==> config.mk <==
export PLATFORM = sky130hd
export DESIGN_NAME = midi_byte_stream_parser_core
export DESIGN_NICKNAME = d
export VERILOG_FILES = /design/src/rtl/mbsp_pkg.sv /design/src/rtl/mbsp_front.sv /design/src/rtl/mbsp_fifo.sv /design/src/rtl/mbsp_back.sv /design/src/rtl/midi_byte_stream_parser_core.sv
export SDC_FILE = /design/constraint.sdc
export NUM_CORES = 1
export LEC_CHECK = 0
export BUFFER_PORTS_ARGS = -buffer_cell sky130_fd_sc_hd__buf_4
export CORE_MARGIN = 10
export CORE_UTILIZATION = 35
export CTS_CLUSTER_SIZE = 16
export DETAILED_ROUTE_END_ITERATION = 10
export RECOVER_POWER = 100
export SYNTH_ARGS = -nofsm -noshare
export SYNTH_HDL_FRONTEND = slang
export SYNTH_SLANG_ARGS = --single-unit
==> constraint.sdc <==
create_clock -name clk_i -period 6.6 [get_ports clk_i]
set_clock_uncertainty 0.15 [all_clocks]
set_input_delay 0.66 -clock clk_i [delete_from_list [all_inputs] [get_ports clk_i]]
set_output_delay 0.66 -clock clk_i [all_outputs]
set_load 0.05 [all_outputs]
==> src/rtl/mbsp_pkg.sv <==
// ----------------------------------------------------------------------------
// mbsp_pkg
// shared types, message kind codes and byte constants of the midi parser
// ----------------------------------------------------------------------------
`default_nettype none

package mbsp_pkg;

  // defaults for the top level parameters
  localparam int unsigned PORT_COUNT_DEF      = 2;
  localparam int unsigned CLOCKS_PER_BEAT_DEF = 24;

  // entries of the queue between front and back
  localparam int unsigned QUEUE_DEPTH = 2;

  // beat counter value at which the led goes off
  localparam int unsigned LED_OFF_COUNT = 5;

  // message kind codes
  localparam logic [4:0] KIND_NONE    = 5'd0;
  localparam logic [4:0] KIND_SYSEX   = 5'd8;
  localparam logic [4:0] KIND_QFRAME  = 5'd9;
  localparam logic [4:0] KIND_SONGPTR = 5'd10;
  localparam logic [4:0] KIND_SONGSEL = 5'd11;
  localparam logic [4:0] KIND_F9      = 5'd12;
  localparam logic [4:0] KIND_F6      = 5'd13;
  localparam logic [4:0] KIND_F7      = 5'd14;
  localparam logic [4:0] KIND_CLOCK   = 5'd15;
  localparam logic [4:0] KIND_START   = 5'd16;
  localparam logic [4:0] KIND_CONT    = 5'd17;
  localparam logic [4:0] KIND_STOP    = 5'd18;
  localparam logic [4:0] KIND_SENSE   = 5'd19;
  localparam logic [4:0] KIND_RESET   = 5'd20;

  // status high nibbles
  localparam logic [3:0] HI_PROG    = 4'hC;
  localparam logic [3:0] HI_CHAN_AT = 4'hD;
  localparam logic [3:0] HI_SYSTEM  = 4'hF;

  // system status bytes
  localparam logic [7:0] BYTE_SYSEX   = 8'hF0;
  localparam logic [7:0] BYTE_QFRAME  = 8'hF1;
  localparam logic [7:0] BYTE_SONGPTR = 8'hF2;
  localparam logic [7:0] BYTE_SONGSEL = 8'hF3;
  localparam logic [7:0] BYTE_F6      = 8'hF6;
  localparam logic [7:0] BYTE_F7      = 8'hF7;
  localparam logic [7:0] BYTE_CLOCK   = 8'hF8;
  localparam logic [7:0] BYTE_F9      = 8'hF9;
  localparam logic [7:0] BYTE_START   = 8'hFA;
  localparam logic [7:0] BYTE_CONT    = 8'hFB;
  localparam logic [7:0] BYTE_STOP    = 8'hFC;
  localparam logic [7:0] BYTE_SENSE   = 8'hFE;
  localparam logic [7:0] BYTE_RESET   = 8'hFF;

  // message lengths in bytes, status included
  localparam logic [1:0] LEN_SHORT = 2'd2;
  localparam logic [1:0] LEN_LONG  = 2'd3;

  typedef enum logic [1:0] {
    CLS_IGNORE   = 2'd0,
    CLS_OPEN     = 2'd1,
    CLS_REALTIME = 2'd2,
    CLS_DATA     = 2'd3
  } cls_e;

  // one classified byte
  typedef struct packed {
    cls_e       cls;
    logic [4:0] kind;
    logic [3:0] chan;
    logic [1:0] exp_len;
    logic [6:0] data;
    logic       is_clock;
    logic       is_start;
  } item_t;

endpackage

`default_nettype wire

==> src/rtl/mbsp_front.sv <==
// ----------------------------------------------------------------------------
// mbsp_front
// classifies one received byte into status, data, realtime or ignored
// ----------------------------------------------------------------------------
`default_nettype none

module mbsp_front #(
  parameter int unsigned PORT_COUNT = mbsp_pkg::PORT_COUNT_DEF,
  parameter int unsigned PortW      = 1
) (
  input  wire logic [PortW-1:0] port_i,
  input  wire logic [7:0]       rx_byte_i,
  output mbsp_pkg::item_t       item_o
);

  logic       in_range;
  logic [3:0] hi;

  assign in_range = ({1'b0, port_i} < (PortW + 1)'(PORT_COUNT));
  assign hi       = rx_byte_i[7:4];

  always_comb begin
    item_o      = '0;
    item_o.cls  = mbsp_pkg::CLS_IGNORE;
    item_o.data = rx_byte_i[6:0];
    if (in_range) begin
      if (!rx_byte_i[7]) begin
        item_o.cls = mbsp_pkg::CLS_DATA;
      end else if (hi != mbsp_pkg::HI_SYSTEM) begin
        // channel status, kind 1 for 8n up to 7 for En
        item_o.cls     = mbsp_pkg::CLS_OPEN;
        item_o.kind    = {2'b00, rx_byte_i[6:4]} + 5'd1;
        item_o.chan    = rx_byte_i[3:0];
        item_o.exp_len = (hi == mbsp_pkg::HI_PROG || hi == mbsp_pkg::HI_CHAN_AT) ?
                         mbsp_pkg::LEN_SHORT : mbsp_pkg::LEN_LONG;
      end else begin
        unique case (rx_byte_i)
          mbsp_pkg::BYTE_SYSEX: begin
            item_o.cls     = mbsp_pkg::CLS_OPEN;
            item_o.kind    = mbsp_pkg::KIND_SYSEX;
            item_o.exp_len = mbsp_pkg::LEN_LONG;
          end
          mbsp_pkg::BYTE_SONGPTR: begin
            item_o.cls     = mbsp_pkg::CLS_OPEN;
            item_o.kind    = mbsp_pkg::KIND_SONGPTR;
            item_o.exp_len = mbsp_pkg::LEN_LONG;
          end
          mbsp_pkg::BYTE_QFRAME: begin
            item_o.cls     = mbsp_pkg::CLS_OPEN;
            item_o.kind    = mbsp_pkg::KIND_QFRAME;
            item_o.exp_len = mbsp_pkg::LEN_SHORT;
          end
          mbsp_pkg::BYTE_SONGSEL: begin
            item_o.cls     = mbsp_pkg::CLS_OPEN;
            item_o.kind    = mbsp_pkg::KIND_SONGSEL;
            item_o.exp_len = mbsp_pkg::LEN_SHORT;
          end
          mbsp_pkg::BYTE_F9: begin
            item_o.cls     = mbsp_pkg::CLS_OPEN;
            item_o.kind    = mbsp_pkg::KIND_F9;
            item_o.exp_len = mbsp_pkg::LEN_SHORT;
          end
          mbsp_pkg::BYTE_F6: begin
            item_o.cls  = mbsp_pkg::CLS_REALTIME;
            item_o.kind = mbsp_pkg::KIND_F6;
          end
          mbsp_pkg::BYTE_F7: begin
            item_o.cls  = mbsp_pkg::CLS_REALTIME;
            item_o.kind = mbsp_pkg::KIND_F7;
          end
          mbsp_pkg::BYTE_CLOCK: begin
            item_o.cls      = mbsp_pkg::CLS_REALTIME;
            item_o.kind     = mbsp_pkg::KIND_CLOCK;
            item_o.is_clock = 1'b1;
          end
          mbsp_pkg::BYTE_START: begin
            item_o.cls      = mbsp_pkg::CLS_REALTIME;
            item_o.kind     = mbsp_pkg::KIND_START;
            item_o.is_start = 1'b1;
          end
          mbsp_pkg::BYTE_CONT: begin
            item_o.cls  = mbsp_pkg::CLS_REALTIME;
            item_o.kind = mbsp_pkg::KIND_CONT;
          end
          mbsp_pkg::BYTE_STOP: begin
            item_o.cls  = mbsp_pkg::CLS_REALTIME;
            item_o.kind = mbsp_pkg::KIND_STOP;
          end
          mbsp_pkg::BYTE_SENSE: begin
            item_o.cls  = mbsp_pkg::CLS_REALTIME;
            item_o.kind = mbsp_pkg::KIND_SENSE;
          end
          mbsp_pkg::BYTE_RESET: begin
            item_o.cls  = mbsp_pkg::CLS_REALTIME;
            item_o.kind = mbsp_pkg::KIND_RESET;
          end
          default: begin
            // undefined system status
            item_o.cls = mbsp_pkg::CLS_IGNORE;
          end
        endcase
      end
    end
  end

endmodule

`default_nettype wire

==> src/rtl/mbsp_fifo.sv <==
// ----------------------------------------------------------------------------
// mbsp_fifo
// small flop based request queue between front and back
// ----------------------------------------------------------------------------
`default_nettype none

module mbsp_fifo #(
  parameter int unsigned Width = 8,
  parameter int unsigned Depth = mbsp_pkg::QUEUE_DEPTH
) (
  input  wire logic             clk_i,
  input  wire logic             rst_ni,
  input  wire logic             in_valid_i,
  output      logic             in_ready_o,
  input  wire logic [Width-1:0] in_data_i,
  output      logic             out_valid_o,
  input  wire logic             out_ready_i,
  output      logic [Width-1:0] out_data_o
);

  localparam int unsigned PtrW = (Depth > 1) ? $clog2(Depth) : 1;
  localparam int unsigned CntW = $clog2(Depth + 1);

  logic [Width-1:0] mem_q [Depth];
  logic [PtrW-1:0]  wr_ptr_q, wr_ptr_d;
  logic [PtrW-1:0]  rd_ptr_q, rd_ptr_d;
  logic [CntW-1:0]  count_q, count_d;
  logic             push, pop;

  assign in_ready_o  = (count_q != CntW'(Depth));
  assign out_valid_o = (count_q != '0);
  assign out_data_o  = mem_q[rd_ptr_q];
  assign push        = in_valid_i && in_ready_o;
  assign pop         = out_valid_o && out_ready_i;

  always_comb begin
    wr_ptr_d = wr_ptr_q;
    rd_ptr_d = rd_ptr_q;
    count_d  = count_q;
    if (push) begin
      wr_ptr_d = (wr_ptr_q == PtrW'(Depth - 1)) ? '0 : wr_ptr_q + 1'b1;
    end
    if (pop) begin
      rd_ptr_d = (rd_ptr_q == PtrW'(Depth - 1)) ? '0 : rd_ptr_q + 1'b1;
    end
    if (push && !pop) begin
      count_d = count_q + 1'b1;
    end else if (pop && !push) begin
      count_d = count_q - 1'b1;
    end
  end

  always_ff @(posedge clk_i or negedge rst_ni) begin
    if (!rst_ni) begin
      wr_ptr_q <= '0;
      rd_ptr_q <= '0;
      count_q  <= '0;
    end else begin
      wr_ptr_q <= wr_ptr_d;
      rd_ptr_q <= rd_ptr_d;
      count_q  <= count_d;
    end
  end

  always_ff @(posedge clk_i) begin
    if (push) begin
      mem_q[wr_ptr_q] <= in_data_i;
    end
  end

endmodule

`default_nettype wire

==> src/rtl/mbsp_back.sv <==
// ----------------------------------------------------------------------------
// mbsp_back
// per port message assembly, beat counter and result register
// ----------------------------------------------------------------------------
`default_nettype none

module mbsp_back #(
  parameter int unsigned PORT_COUNT      = mbsp_pkg::PORT_COUNT_DEF,
  parameter int unsigned PortW           = 1,
  parameter int unsigned CLOCKS_PER_BEAT = mbsp_pkg::CLOCKS_PER_BEAT_DEF
) (
  input  wire logic             clk_i,
  input  wire logic             rst_ni,
  input  wire logic             item_valid_i,
  output      logic             item_ready_o,
  input  wire logic [PortW-1:0] item_port_i,
  input  wire mbsp_pkg::item_t  item_i,
  output      logic             out_valid_o,
  input  wire logic             out_ready_i,
  output      logic             msg_valid_o,
  output      logic [4:0]       msg_kind_o,
  output      logic [PortW-1:0] msg_port_o,
  output      logic [3:0]       channel_o,
  output      logic [6:0]       first_data_o,
  output      logic [6:0]       second_data_o,
  output      logic             beat_led_o
);

  localparam int unsigned CntW = $clog2(CLOCKS_PER_BEAT);

  // per port message state, kind zero means nothing pending
  logic [4:0] kind_q  [PORT_COUNT];
  logic [4:0] kind_d  [PORT_COUNT];
  logic [3:0] chan_q  [PORT_COUNT];
  logic [3:0] chan_d  [PORT_COUNT];
  logic [6:0] first_q [PORT_COUNT];
  logic [6:0] first_d [PORT_COUNT];
  logic [1:0] seen_q  [PORT_COUNT];
  logic [1:0] seen_d  [PORT_COUNT];
  logic [1:0] exp_q   [PORT_COUNT];
  logic [1:0] exp_d   [PORT_COUNT];

  logic [CntW-1:0] cc_q, cc_d;
  logic            led_q, led_d;
  logic            out_valid_q;
  logic            pop;
  logic [1:0]      seen_n;

  logic             res_valid;
  logic [4:0]       res_kind;
  logic [3:0]       res_chan;
  logic [6:0]       res_d1, res_d2;

  assign item_ready_o = !out_valid_q || out_ready_i;
  assign pop          = item_valid_i && item_ready_o;
  assign out_valid_o  = out_valid_q;
  assign seen_n       = seen_q[item_port_i] + 2'd1;

  always_comb begin
    kind_d    = kind_q;
    chan_d    = chan_q;
    first_d   = first_q;
    seen_d    = seen_q;
    exp_d     = exp_q;
    cc_d      = cc_q;
    led_d     = led_q;
    res_valid = 1'b0;
    res_kind  = mbsp_pkg::KIND_NONE;
    res_chan  = '0;
    res_d1    = '0;
    res_d2    = '0;
    if (pop) begin
      unique case (item_i.cls)
        mbsp_pkg::CLS_OPEN: begin
          // a new status replaces whatever was in progress
          kind_d[item_port_i] = item_i.kind;
          chan_d[item_port_i] = item_i.chan;
          exp_d[item_port_i]  = item_i.exp_len;
          seen_d[item_port_i] = 2'd1;
        end
        mbsp_pkg::CLS_REALTIME: begin
          res_valid = 1'b1;
          res_kind  = item_i.kind;
          if (item_i.is_clock) begin
            if (cc_q == '0) begin
              led_d = 1'b1;
            end else if (cc_q == CntW'(mbsp_pkg::LED_OFF_COUNT)) begin
              led_d = 1'b0;
            end
            cc_d = (cc_q == CntW'(CLOCKS_PER_BEAT - 1)) ? '0 : cc_q + 1'b1;
          end else if (item_i.is_start) begin
            cc_d = '0;
          end
        end
        mbsp_pkg::CLS_DATA: begin
          if (seen_q[item_port_i] != 2'd0) begin
            if (seen_n >= exp_q[item_port_i]) begin
              res_valid = 1'b1;
              res_kind  = kind_q[item_port_i];
              res_chan  = chan_q[item_port_i];
              res_d1    = (seen_n == 2'd2) ? item_i.data : first_q[item_port_i];
              res_d2    = (seen_n == 2'd3) ? item_i.data : 7'd0;
              kind_d[item_port_i]  = mbsp_pkg::KIND_NONE;
              chan_d[item_port_i]  = '0;
              first_d[item_port_i] = '0;
              seen_d[item_port_i]  = '0;
              exp_d[item_port_i]   = '0;
            end else begin
              seen_d[item_port_i]  = seen_n;
              first_d[item_port_i] = item_i.data;
            end
          end
        end
        mbsp_pkg::CLS_IGNORE: begin
        end
        default: begin
        end
      endcase
    end
  end

  always_ff @(posedge clk_i or negedge rst_ni) begin
    if (!rst_ni) begin
      for (int i = 0; i < int'(PORT_COUNT); i++) begin
        kind_q[i]  <= mbsp_pkg::KIND_NONE;
        chan_q[i]  <= '0;
        first_q[i] <= '0;
        seen_q[i]  <= '0;
        exp_q[i]   <= '0;
      end
      cc_q        <= '0;
      led_q       <= 1'b1;
      out_valid_q <= 1'b0;
    end else begin
      kind_q  <= kind_d;
      chan_q  <= chan_d;
      first_q <= first_d;
      seen_q  <= seen_d;
      exp_q   <= exp_d;
      cc_q    <= cc_d;
      led_q   <= led_d;
      if (item_ready_o) begin
        out_valid_q <= pop;
      end
    end
  end

  // result payload
  always_ff @(posedge clk_i) begin
    if (pop) begin
      msg_valid_o   <= res_valid;
      msg_kind_o    <= res_kind;
      msg_port_o    <= res_valid ? item_port_i : '0;
      channel_o     <= res_chan;
      first_data_o  <= res_d1;
      second_data_o <= res_d2;
      beat_led_o    <= led_d;
    end
  end

endmodule

`default_nettype wire

==> src/rtl/midi_byte_stream_parser_core.sv <==
// ----------------------------------------------------------------------------
// midi_byte_stream_parser_core
// midi byte parser for several receive ports with a shared beat indicator
// ----------------------------------------------------------------------------
// path: an accepted request goes through the queue, then the result register in the back
// throughput: one byte per clock unless the result side stalls, one port update per byte
// a two entry queue keeps input accepting while a result waits downstream
// reset: all ports drop any message in progress, beat counter zero, internal led on
`default_nettype none

module midi_byte_stream_parser_core #(
  parameter int unsigned PORT_COUNT      = mbsp_pkg::PORT_COUNT_DEF,
  parameter int unsigned CLOCKS_PER_BEAT = mbsp_pkg::CLOCKS_PER_BEAT_DEF,
  parameter int unsigned PortW           = (PORT_COUNT > 1) ? $clog2(PORT_COUNT) : 1
) (
  input  wire logic             clk_i,
  input  wire logic             rst_ni,
  // byte input channel
  input  wire logic             in_valid_i,
  output      logic             in_ready_o,
  input  wire logic [PortW-1:0] port_i,
  input  wire logic [7:0]       rx_byte_i,
  // result channel, one result per byte
  output      logic             out_valid_o,
  input  wire logic             out_ready_i,
  output      logic             msg_valid_o,
  output      logic [4:0]       msg_kind_o,
  output      logic [PortW-1:0] msg_port_o,
  output      logic [3:0]       channel_o,
  output      logic [6:0]       first_data_o,
  output      logic [6:0]       second_data_o,
  output      logic             beat_led_o
);

  localparam int unsigned ItemW = $bits(mbsp_pkg::item_t);
  localparam int unsigned QW    = PortW + ItemW;

  mbsp_pkg::item_t  front_item;
  logic [QW-1:0]    q_in, q_out;
  logic             q_valid, q_ready;
  logic [PortW-1:0] back_port;
  mbsp_pkg::item_t  back_item;

  // front: classify the incoming byte, no state involved
  mbsp_front #(
    .PORT_COUNT (PORT_COUNT),
    .PortW      (PortW)
  ) u_front (
    .port_i    (port_i),
    .rx_byte_i (rx_byte_i),
    .item_o    (front_item)
  );

  // queue carries the port tag next to the classified request
  assign q_in = {port_i, front_item};

  mbsp_fifo #(
    .Width (QW),
    .Depth (mbsp_pkg::QUEUE_DEPTH)
  ) u_fifo (
    .clk_i       (clk_i),
    .rst_ni      (rst_ni),
    .in_valid_i  (in_valid_i),
    .in_ready_o  (in_ready_o),
    .in_data_i   (q_in),
    .out_valid_o (q_valid),
    .out_ready_i (q_ready),
    .out_data_o  (q_out)
  );

  assign back_port = q_out[QW-1:ItemW];
  assign back_item = mbsp_pkg::item_t'(q_out[ItemW-1:0]);

  // back: per port assembly, beat counter, registered result
  mbsp_back #(
    .PORT_COUNT      (PORT_COUNT),
    .PortW           (PortW),
    .CLOCKS_PER_BEAT (CLOCKS_PER_BEAT)
  ) u_back (
    .clk_i         (clk_i),
    .rst_ni        (rst_ni),
    .item_valid_i  (q_valid),
    .item_ready_o  (q_ready),
    .item_port_i   (back_port),
    .item_i        (back_item),
    .out_valid_o   (out_valid_o),
    .out_ready_i   (out_ready_i),
    .msg_valid_o   (msg_valid_o),
    .msg_kind_o    (msg_kind_o),
    .msg_port_o    (msg_port_o),
    .channel_o     (channel_o),
    .first_data_o  (first_data_o),
    .second_data_o (second_data_o),
    .beat_led_o    (beat_led_o)
  );

endmodule

`default_nettype wire

# Word level (Yosys, flattened, before mapping)
# Memory sizes are Yosys's and may differ from the RTL's.
# Index checks and enable logic that the tools add are counted.
# Widths: inputs -> output; s select.
# totals
regBits	77
ramBits	46
in_bits	13
output_inout_bits	28
wordCells	175
memories	1
# memory_table
memory	words	word_bits	rd	rd_ports_with_merged_regs	write_ports	line	rtl
u_fifo.mem_q	2	23	1	0	1	mbsp_fifo.sv:24	logic [Width-1:0] mem_q [Depth];
# classes
n_addsub	7
order_cmp	3
n_eq_ne	26
n_mux	76
n_bitwise	13
reduce_logical	26
# op_table
op	count
$eq 8x8->1 const B	13
$pmux 5 s13	1
$mux 5	9
$mux 7	6
$mux 4	9
$mux 2	13
$mux 10	2
$pmux 10 s2	1
$mux 8	2
$pmux 4 s2	2
$pmux 8 s2	1
$mux 1	15
$and 14x14->14	1
$bwmux 14	1
$mux 14	1
$not 14->14	1
$reduce_and 3->1	4
$mux 11	1
$and 10x10->10	1
$bwmux 10	1
$not 10->10	1
$pmux 5 s2	1
$reduce_bool 2->1	5
$and 4x4->4	2
other kinds (40)	57

# Depth between registers and ports, before layout
# Gate-level depths: netlist of the first run.
# An unclocked memory read counts as a cell.
# depth
ltp_word	11
mapped_depth	11
mapped_depth_nobuf	8

# Cells and area by module
# A second synthesis of the first run with hierarchy kept.
# unflattened
cells_unflattened	437
hier_area_um2	5667.9
# modules_own_cells
mod	instances	cells_each	area_per_inst_um2	seq_area_each_um2
mbsp_back	1	286	3303.2	1958.1
mbsp_fifo	1	90	1959.4	1481.4
mbsp_front	1	61	405.4	0.0

# Worst setup path after synthesis of the first run
# No wires, ideal clock.
# synth_path
kind	register -> register
start	reg u_fifo.rd_ptr_q
end	reg u_back.msg_valid_o, data pin
setup_time_ns	0.273
arrival_time_ns	2.855
required_ns	6.177
path_slack_ns	3.321
stages_incl_launch_ff	12
path_buffers	3
synth_period_minus_slack_ns	3.279
path_cell_list	dfrtp_1 -> buf_6 -> mux2i_2 -> buf_2 -> mux2i_1 -> ha_1 -> ha_1 -> a21boi_0 -> mux2_4 -> o21ai_2 -> buf_2 -> a21oi_1
# synth_via
elab_chain_len	11
elab_cells_between_ends	17
classes_between	1 x add/sub; 1 x order compare; 2 x eq/ne; 10 x mux; 1 x bitwise; 1 x reduce/logical; 1 x memory
# synth_rtl
item	line	rtl
from (decl)	mbsp_fifo.sv:26	logic [PtrW-1:0] rd_ptr_q, rd_ptr_d;
from (signal assigned)	mbsp_fifo.sv:60	rd_ptr_q <= rd_ptr_d;
$mem_v2 2x23 (*)	n/a	
$not 1->2 (not written as such)	mbsp_back.sv:57, mbsp_back.sv:96, mbsp_back.sv:97	
$mux 2 (not written as such) (3 in a row)	mbsp_back.sv:57, mbsp_back.sv:96	
$add 2x1->2	mbsp_back.sv:57	assign seen_n = seen_q[item_port_i] + 2'd1;
$ge 2x2->1	mbsp_back.sv:97	if (seen_n >= exp_q[item_port_i]) begin
$mux 1	mbsp_back.sv:97	
$mux 1	mbsp_back.sv:96	if (seen_q[item_port_i] != 2'd0) begin
$pmux 1 s2 (*)	mbsp_back.sv:73	unique case (item_i.cls)
$mux 1 (*)	mbsp_back.sv:72	if (pop) begin
named net u_back.res_valid	mbsp_back.sv:49	logic res_valid;
to (signal assigned)	mbsp_back.sv:151	msg_valid_o <= res_valid;
to (decl)	mbsp_back.sv:20	output logic msg_valid_o,
# Mark *: on every way through the listed nets, which the timed path passes. The rest lies on a longest branch. The select of a mux whose other input is x is not followed.
# A chain may end at the register's enable or synchronous reset.

# Worst setup path after layout of the first run
# layout_path
start	reg u_fifo.rd_ptr_q
end	reg u_back.exp_q[2] in the netlist's numbering
# layout_via
elab_chain_len	11
elab_cells_between_ends	28
classes_between	1 x add/sub; 3 x order compare; 4 x eq/ne; 12 x mux; 3 x bitwise; 4 x reduce/logical; 1 x memory
# layout_rtl
item	line	rtl
$mem_v2 2x23 (*)	n/a	
parallel branches: the longest is 10 deep, another holds $add 2x1->2	n/a	
to (signal assigned)	mbsp_back.sv:139	exp_q <= exp_d;
to (decl)	mbsp_back.sv:40	logic [1:0] exp_q [PORT_COUNT];
# Mark *: on every way between the ends. The select of a mux whose other input is x is not followed.

==> results.py, run 1 <==
metrics = {
    "setup_path": {
        "startpoint": "u_fifo.rd_ptr_q",
        "worst_r2r_path_depth": 8,
        "critPathKind": "reg2reg",
        "required_ns": 6.80,
        "worstSetupEndpointType": "flop",
        "cp_max_fo": 30,
        "cp_num_buf_inv": 1,
        "r2r_end": "u_back.exp_q[2]",
        "r2r-start": "u_fifo.rd_ptr_q",
        "arrival_ns": 5.15,
        "max_stage_delay_ns": 1.40,
        "path_cells": "clkbuf_1 > mux2_4 > mux2i_1 > ha_1 > a21boi_0 > mux2_1 > o211ai_1 > a22o_1",
        "r2r_slack_ns": 1.65,
        "startpoint_type": "flop",
        "cp_num_cells": 8,
        "slowest_stage": "clkbuf_1",
        "path_delay_family": "buffers and inverters",
        "endpoint": "u_back.exp_q[2]",
    },
    "global_route": {
        "grt_pass1_wl_um": 18600,
        "antenna_found_initial": 0,
        "grt_start_max_net_pins": 52,
        "grt_overflow_total": 0,
        "grt_usage": 0.110,
        "grt_pass1_vias": 3428,
    },
    "timing": {
        "fmax_mhz": 202,
        "fin_crit_ns": 4.95,
        "setup_viol": 0,
        "rsz0062_at_grt": "no",
        "setup_ws_ns": 1.65,
        "period_share": 0.751,
        "relSlewSlack": -0.870,
        "final_hold_viol_count": 0,
        "slew_violations": 91,
        "worst_pin_slew_ns": 2.81,
        "setup_tns_ns": 0,
    },
    "floorplanning": {
        "die_w_um": 147,
        "coreArea_mm2": 0.0158,
        "start_util": 0.356,
        "io_pins": 41,
        "fp-row-count": 46,
        "dieArea_mm2": 0.0215,
        "die_h_um": 147,
    },
    "drt": {
        "dr_total_vias": 3437,
        "drt-wirelength-per-cell_um": 16.8,
        "wl_met2_um": 5480,
        "drc": 0,
        "drtPass1Iterations": 4,
        "dr_wl_met3_um": 490,
        "postRouteAntennaNets": 0,
        "wl_met1_um": 5360,
        "drt-initial-drc-count": 260,
        "routed.top_layer": "met4",
        "avgViaCountPerCell": 5.03,
        "totalWireLength_um": 11500,
    },
    "cts": {
        "postCtsSetupBuffers": 0,
        "cts_tree": "built",
        "clk_latency_ns": 0.42,
        "cts.path.max_buffers": 2,
        "clkTransAtPathRegs_ns": 0.05,
        "cts_made_buffers": 17,
        "clockRootBuffer": "clkbuf_16",
        "hold_buffers": 0,
        "cts_sinks": 123,
        "htree_levels": 4,
        "ctsResizeCount": 0,
    },
    "place": {
        "io_buffers": 40,
        "place_ws_ns": 2.68,
        "place_congestion": 0.794,
        "place_hpwl_um": 7890,
        "placed_area_mm2": 0.00607,
    },
    "yosys": {
        "ys_seq_area_frac": 0.613,
        "synthDistinctLibCells": 60,
        "synth-seq-cells": 123,
        "synthCells": 415,
        "synth_edf_count": 72,
        "synth_compound_area_frac": 0.116,
        "synthXorXnorAreaFrac": 0.0109,
        "syn_area_mm2": 0.00561,
        "yosysWarnings": 0,
        "syn_nets": 437,
        "synth-simple-area-share": 0.102,
        "synth_top_family_by_area": "compound AO/OA/AOI/OAI gates",
        "async_reset_ff_frac": 0.415,
        "muxShareOfSynthArea": 0.109,
        "synthFlopType": "edfxtp_1",
        "synth.avg_cell_area_um2": 13.5,
        "synth_fa_ha_area_frac": 0.0201,
    },
    "finish": {
        "drive_above_1_share": 0.0921,
        "design_area_mm2": 0.00648,
        "n_antenna_cell": 0,
        "nets": 476,
        "num-fill-cells": 1512,
        "area_growth_pct": 15.6,
    },
    "pwr": {
        "vdd_drop_max_v": 0.000240,
        "p_leak_nw": 2.54,
        "p_total_mw": 3.47,
        "cellPowerDensity_mw_per_mm2": 535,
    },
    "outcome": {
        "outcome": "finished, violations left",
        "failed_checks": "max-capacitance violations, max-slew violations",
    },
    "flow_run": {
        "maxCapViolCount": 3,
    },
    "worst_hold_path": {
        "hp-class": "in2reg",
    },
}
[cells in the final DEF, fill, tap and decap left out, types with 4 or more instances in the layout]
cell type,netlist,final
bufinv_16,0,4
ha_1,9,9
nand3_1,12,12
o22ai_1,6,6
a21oi_1,12,12
mux2i_1,35,36
mux2_1,16,17
xnor2_1,4,4
clkinv_2,0,5
dfrtp_1,50,50
nor3_1,9,9
edfxtp_1,72,72
o2bb2ai_1,11,11
nor3b_1,4,4
nor2_1,22,22
nand2_1,20,20
and3_1,4,4
inv_1,11,11
nor2b_1,11,11
nand2b_1,4,4
a211oi_1,8,8
clkbuf_16,0,17
o21ai_0,7,8
clkbuf_1,7,44
a22o_1,12,12
[per-layer routing]
layer | vias up | global-route usage
li1 | 1640 | -
met1 | 1716 | 0.138
met2 | 72 | 0.167
met3 | 9 | 0.0352
met4 | 0 | 0.0561
met5 | - | 0
[worst reg2reg max path, cell delays in order, from the launching register on]
cell and delay, ns:
dfrtp_1 0.36, clkbuf_1 1.40, mux2_4 0.65, mux2i_1 0.25, ha_1 0.29, a21boi_0 0.14, mux2_1 0.50, o211ai_1 0.88
a22o_1 0.26
[Yosys cell counts (8+ instances only)]
master,number,area [µm²]
a211oi_1,8,60.1
ha_1,9,113
buf_2,10,50.1
edfxtp_1,72,2160
a21oi_1,12,60.1
nor3_1,9,45.0
a22o_1,12,105
nor2b_1,11,68.8
nand2_1,20,75.1
o2bb2ai_1,11,96.3
inv_1,11,41.3
nand3_1,12,60.1
mux2i_1,35,350
nor2_1,22,82.6
mux2_1,16,180
dfrtp_1,50,1250
[kinds of logic (layout without fill, tap and decap cells)]
| group | Yosys count | in the layout |
|---|---|---|
| flops | 123 | 123 |
| simple gates | 104 | 104 |
| compound gates | 83 | 83 |
| mux | 56 | 56 |
| buf+inv | 33 | 85 |
| fa+ha+maj | 9 | 9 |
| xor+xnor | 7 | 7 |
[cell type report]
type / instances / area, µm² / area share
Tap cell: 216 / 270 / 0.0417
Timing Repair Buffer: 42 / 169 / 0.0260
Clock inverter: 10 / 149 / 0.0230
Multi-Input combinational cell: 259 / 1970 / 0.304
Clock buffer: 22 / 444 / 0.0685
Inverter: 11 / 41.3 / 0.00637
Sequential cell: 123 / 3440 / 0.530
[report_power, final]
group | switching [mW] | leakage [nW] | internal (mW) | total, mW
Combinational | 0.901 | 0.906 | 0.395 | 1.30
Clock | 0.314 | 0.293 | 0.626 | 0.940
Sequential | 0.119 | 1.34 | 1.11 | 1.23
[how the worst min path moves through the flow]
| stage | start | to | slack, ns | cells past startpoint |
|---|---|---|---|---|
| floorplan | rst_ni | u_back.cc_q[0] | 0.21 | 0 |
| global placement | u_back.first_q[11] | u_back.first_q[11] | 0.32 | 1 |
| detailed placement | u_back.kind_q[4] | u_back.kind_q[4] | 0.32 | 1 |
| CTS | rst_ni | u_back.cc_q[1] | 0.15 | 1 |
| global route | port_i | u_fifo.mem_q[1][22] | 0.32 | 1 |
| finish | port_i | u_fifo.mem_q[0][22] | 0.33 | 1 |
[sequential cells by signal (all words and copies together) (netlist names), 2 cells and up]
signal                count
u_back.msg_kind_o         5
u_back.first_data_o       7
u_fifo.count_q            2
u_back.cc_q               5
u_back.chan_q             8
u_back.first_q           14
u_back.kind_q            10
u_back.seen_q             4
u_back.exp_q              4
u_fifo.mem_q             46
u_back.second_data_o      7
u_back.channel_o          4
[stage by stage]
stage | utilization | hold WS, ns | cells
after global placement | 0.385 | 0.316 | 651
after detailed placement | 0.385 | 0.323 | 651
after global routing | 0.411 | 0.325 | 683
after CTS | 0.423 | 0.150 | 683
after floorplan | - | 0.214 | 415
final | 0.411 | 0.333 | 683
No activity file was read; power rests on OpenSTA's default activity.
==> run 2: changes to the inputs <==
- clock period: 6.6 -> 4.4 ns (I/O delays scaled with it)
==> results.py, run 2 (synthesis results as in run 1) <==
metrics = {
    "worst_hold_path": {
        "min_path_cells": 1,
        "hp-class": "in2reg",
        "hold_path_end": "u_fifo.mem_q[0][22]",
        "hp-start": "port_i",
    },
    "global_route": {
        "grt_pass1_vias": 3502,
        "grt_usage": 0.113,
        "grt_start_max_net_pins": 52,
        "antenna_found_initial": 0,
        "grt_pass1_wl_um": 19000,
        "grt_overflow_total": 0,
    },
    "timing": {
        "setup_viol": 0,
        "fmax_mhz": 261,
        "fin_crit_ns": 3.83,
        "worst_pin_slew_ns": 2.83,
        "rsz0062_at_grt": "no",
        "slew_violations": 60,
        "final_hold_viol_count": 0,
        "relSlewSlack": -0.887,
        "setup_tns_ns": 0,
        "period_share": 0.871,
    },
    "floorplanning": {
        "start_util": 0.356,
        "die_h_um": 147,
        "io_pins": 41,
        "dieArea_mm2": 0.0215,
        "fp-row-count": 46,
        "coreArea_mm2": 0.0158,
        "die_w_um": 147,
    },
    "pwr": {
        "cellPowerDensity_mw_per_mm2": 787,
        "vdd_drop_max_v": 0.000295,
        "p_leak_nw": 2.53,
    },
    "drt": {
        "wl_met1_um": 5390,
        "drc": 0,
        "routed.top_layer": "met4",
        "drt-wirelength-per-cell_um": 17.1,
        "drt-initial-drc-count": 245,
        "avgViaCountPerCell": 4.99,
        "dr_total_vias": 3426,
        "drtPass1Iterations": 4,
        "wl_met2_um": 5640,
        "totalWireLength_um": 11700,
        "postRouteAntennaNets": 0,
        "dr_wl_met3_um": 527,
    },
    "setup_path": {
        "worst_r2r_path_depth": 8,
        "critPathKind": "reg2reg",
        "required_ns": 4.36,
        "r2r-start": "u_fifo.rd_ptr_q",
        "r2r_slack_ns": 0.57,
        "worstSetupEndpointType": "flop",
        "startpoint_type": "flop",
        "arrival_ns": 3.80,
        "cp_max_fo": 30,
        "r2r_end": "u_back.msg_kind_o[4]",
    },
    "finish": {
        "n_antenna_cell": 0,
        "design_area_mm2": 0.00647,
        "largest_register_ffs": 46,
        "regMostFlops": "u_fifo.mem_q",
        "reg_top3": "u_fifo.mem_q (46), u_back.first_q (14), u_back.kind_q (10)",
        "area_growth_pct": 15.3,
        "nets": 480,
        "drive_above_1_share": 0.0955,
        "mostFrequentLayoutCells": "72 x edfxtp_1, 50 x dfrtp_1, 45 x clkbuf_1, 35 x mux2i_1, 22 x nor2_1",
        "final_common_cell": "edfxtp_1",
    },
    "place": {
        "place_hpwl_um": 8090,
        "place_congestion": 0.831,
        "placed_area_mm2": 0.00610,
        "io_buffers": 40,
    },
    "cts": {
        "ctsResizeCount": 0,
        "postCtsSetupBuffers": 0,
        "clkTransAtPathRegs_ns": 0.05,
        "htree_levels": 4,
        "cts_made_buffers": 17,
        "clockRootBuffer": "clkbuf_16",
        "cts_tree": "built",
        "cts_sinks": 123,
        "clk_latency_ns": 0.41,
        "cts.path.max_buffers": 2,
    },
    "outcome": {
        "failed_checks": "max-capacitance violations, max-slew violations",
        "outcome": "finished, violations left",
    },
    "flow_run": {
        "maxCapViolCount": 2,
    },
}
[run 2: power breakdown]
group          internal [mW]  switching, mW  total, mW
registers               1.67          0.181       1.85
clock network          0.823          0.463       1.29
logic                  0.592           1.36       1.95
[run 2: area by class of cell]
cell class / instances / area (µm²)
fillers: 1487 / 9300
flip-flops and latches: 123 / 3440
multi-input cells: 259 / 1970
clock buffers: 22 / 444
well taps: 216 / 270
repair buffers: 46 / 198
clock inverters: 10 / 101
inverters: 11 / 41.3
[run 2: what timing repair did]
item,in CTS,in global routing
hold buffers,1,0
setup endpoints to repair,0,0
endpoints found under the hold margin,50,0
[run 2: metal layers]
layer  track usage  up-vias
li1              -     1644
met1         0.139     1698
met2         0.177       74
met3        0.0349       10
met4        0.0506        0
met5             0        -
[run 2: through the flow]
step | hold WS, ns | util | setup WS, ns | power, mW | std cells
2_1_floorplan | -0.00559 | - | 1.12 | 3.45 | 415
3_3_place_gp | 0.316 | 0.387 | 0.815 | 3.95 | 654
3_5_place_dp | 0.324 | 0.387 | 0.702 | 3.99 | 654
4_1_cts | 0.0590 | 0.422 | 0.690 | 5.30 | 687
5_1_grt | 0.115 | 0.410 | 0.269 | 5.40 | 687
6_report | 0.112 | 0.410 | 0.566 | 5.09 | 687
[run 2: worst max-delay path: stages (launching register included)]
cell and delay (ns):
dfrtp_1 0.37, buf_4 0.42, mux2_4 0.51, mux2i_1 0.25, ha_1 0.29, a21boi_0 0.14
mux2_1 0.50, o21ai_2 0.75, o22ai_1 0.15
[run 2: how the worst max path moves through the flow]
stage | from | depth (start not counted) | endpoint | slack, ns
6_report | u_fifo.rd_ptr_q | 8 | u_back.msg_kind_o[4] | 0.57
3_3_place_gp | u_fifo.rd_ptr_q | 8 | u_back.msg_valid_o | 0.81
3_5_place_dp | u_fifo.rd_ptr_q | 8 | u_back.msg_kind_o[4] | 0.70
4_1_cts | u_fifo.rd_ptr_q | 8 | u_back.msg_kind_o[4] | 0.69
5_1_grt | u_fifo.rd_ptr_q | 8 | u_back.msg_kind_o[4] | 0.27
2_1_floorplan | u_fifo.rd_ptr_q | 11 | u_back.msg_valid_o | 1.12
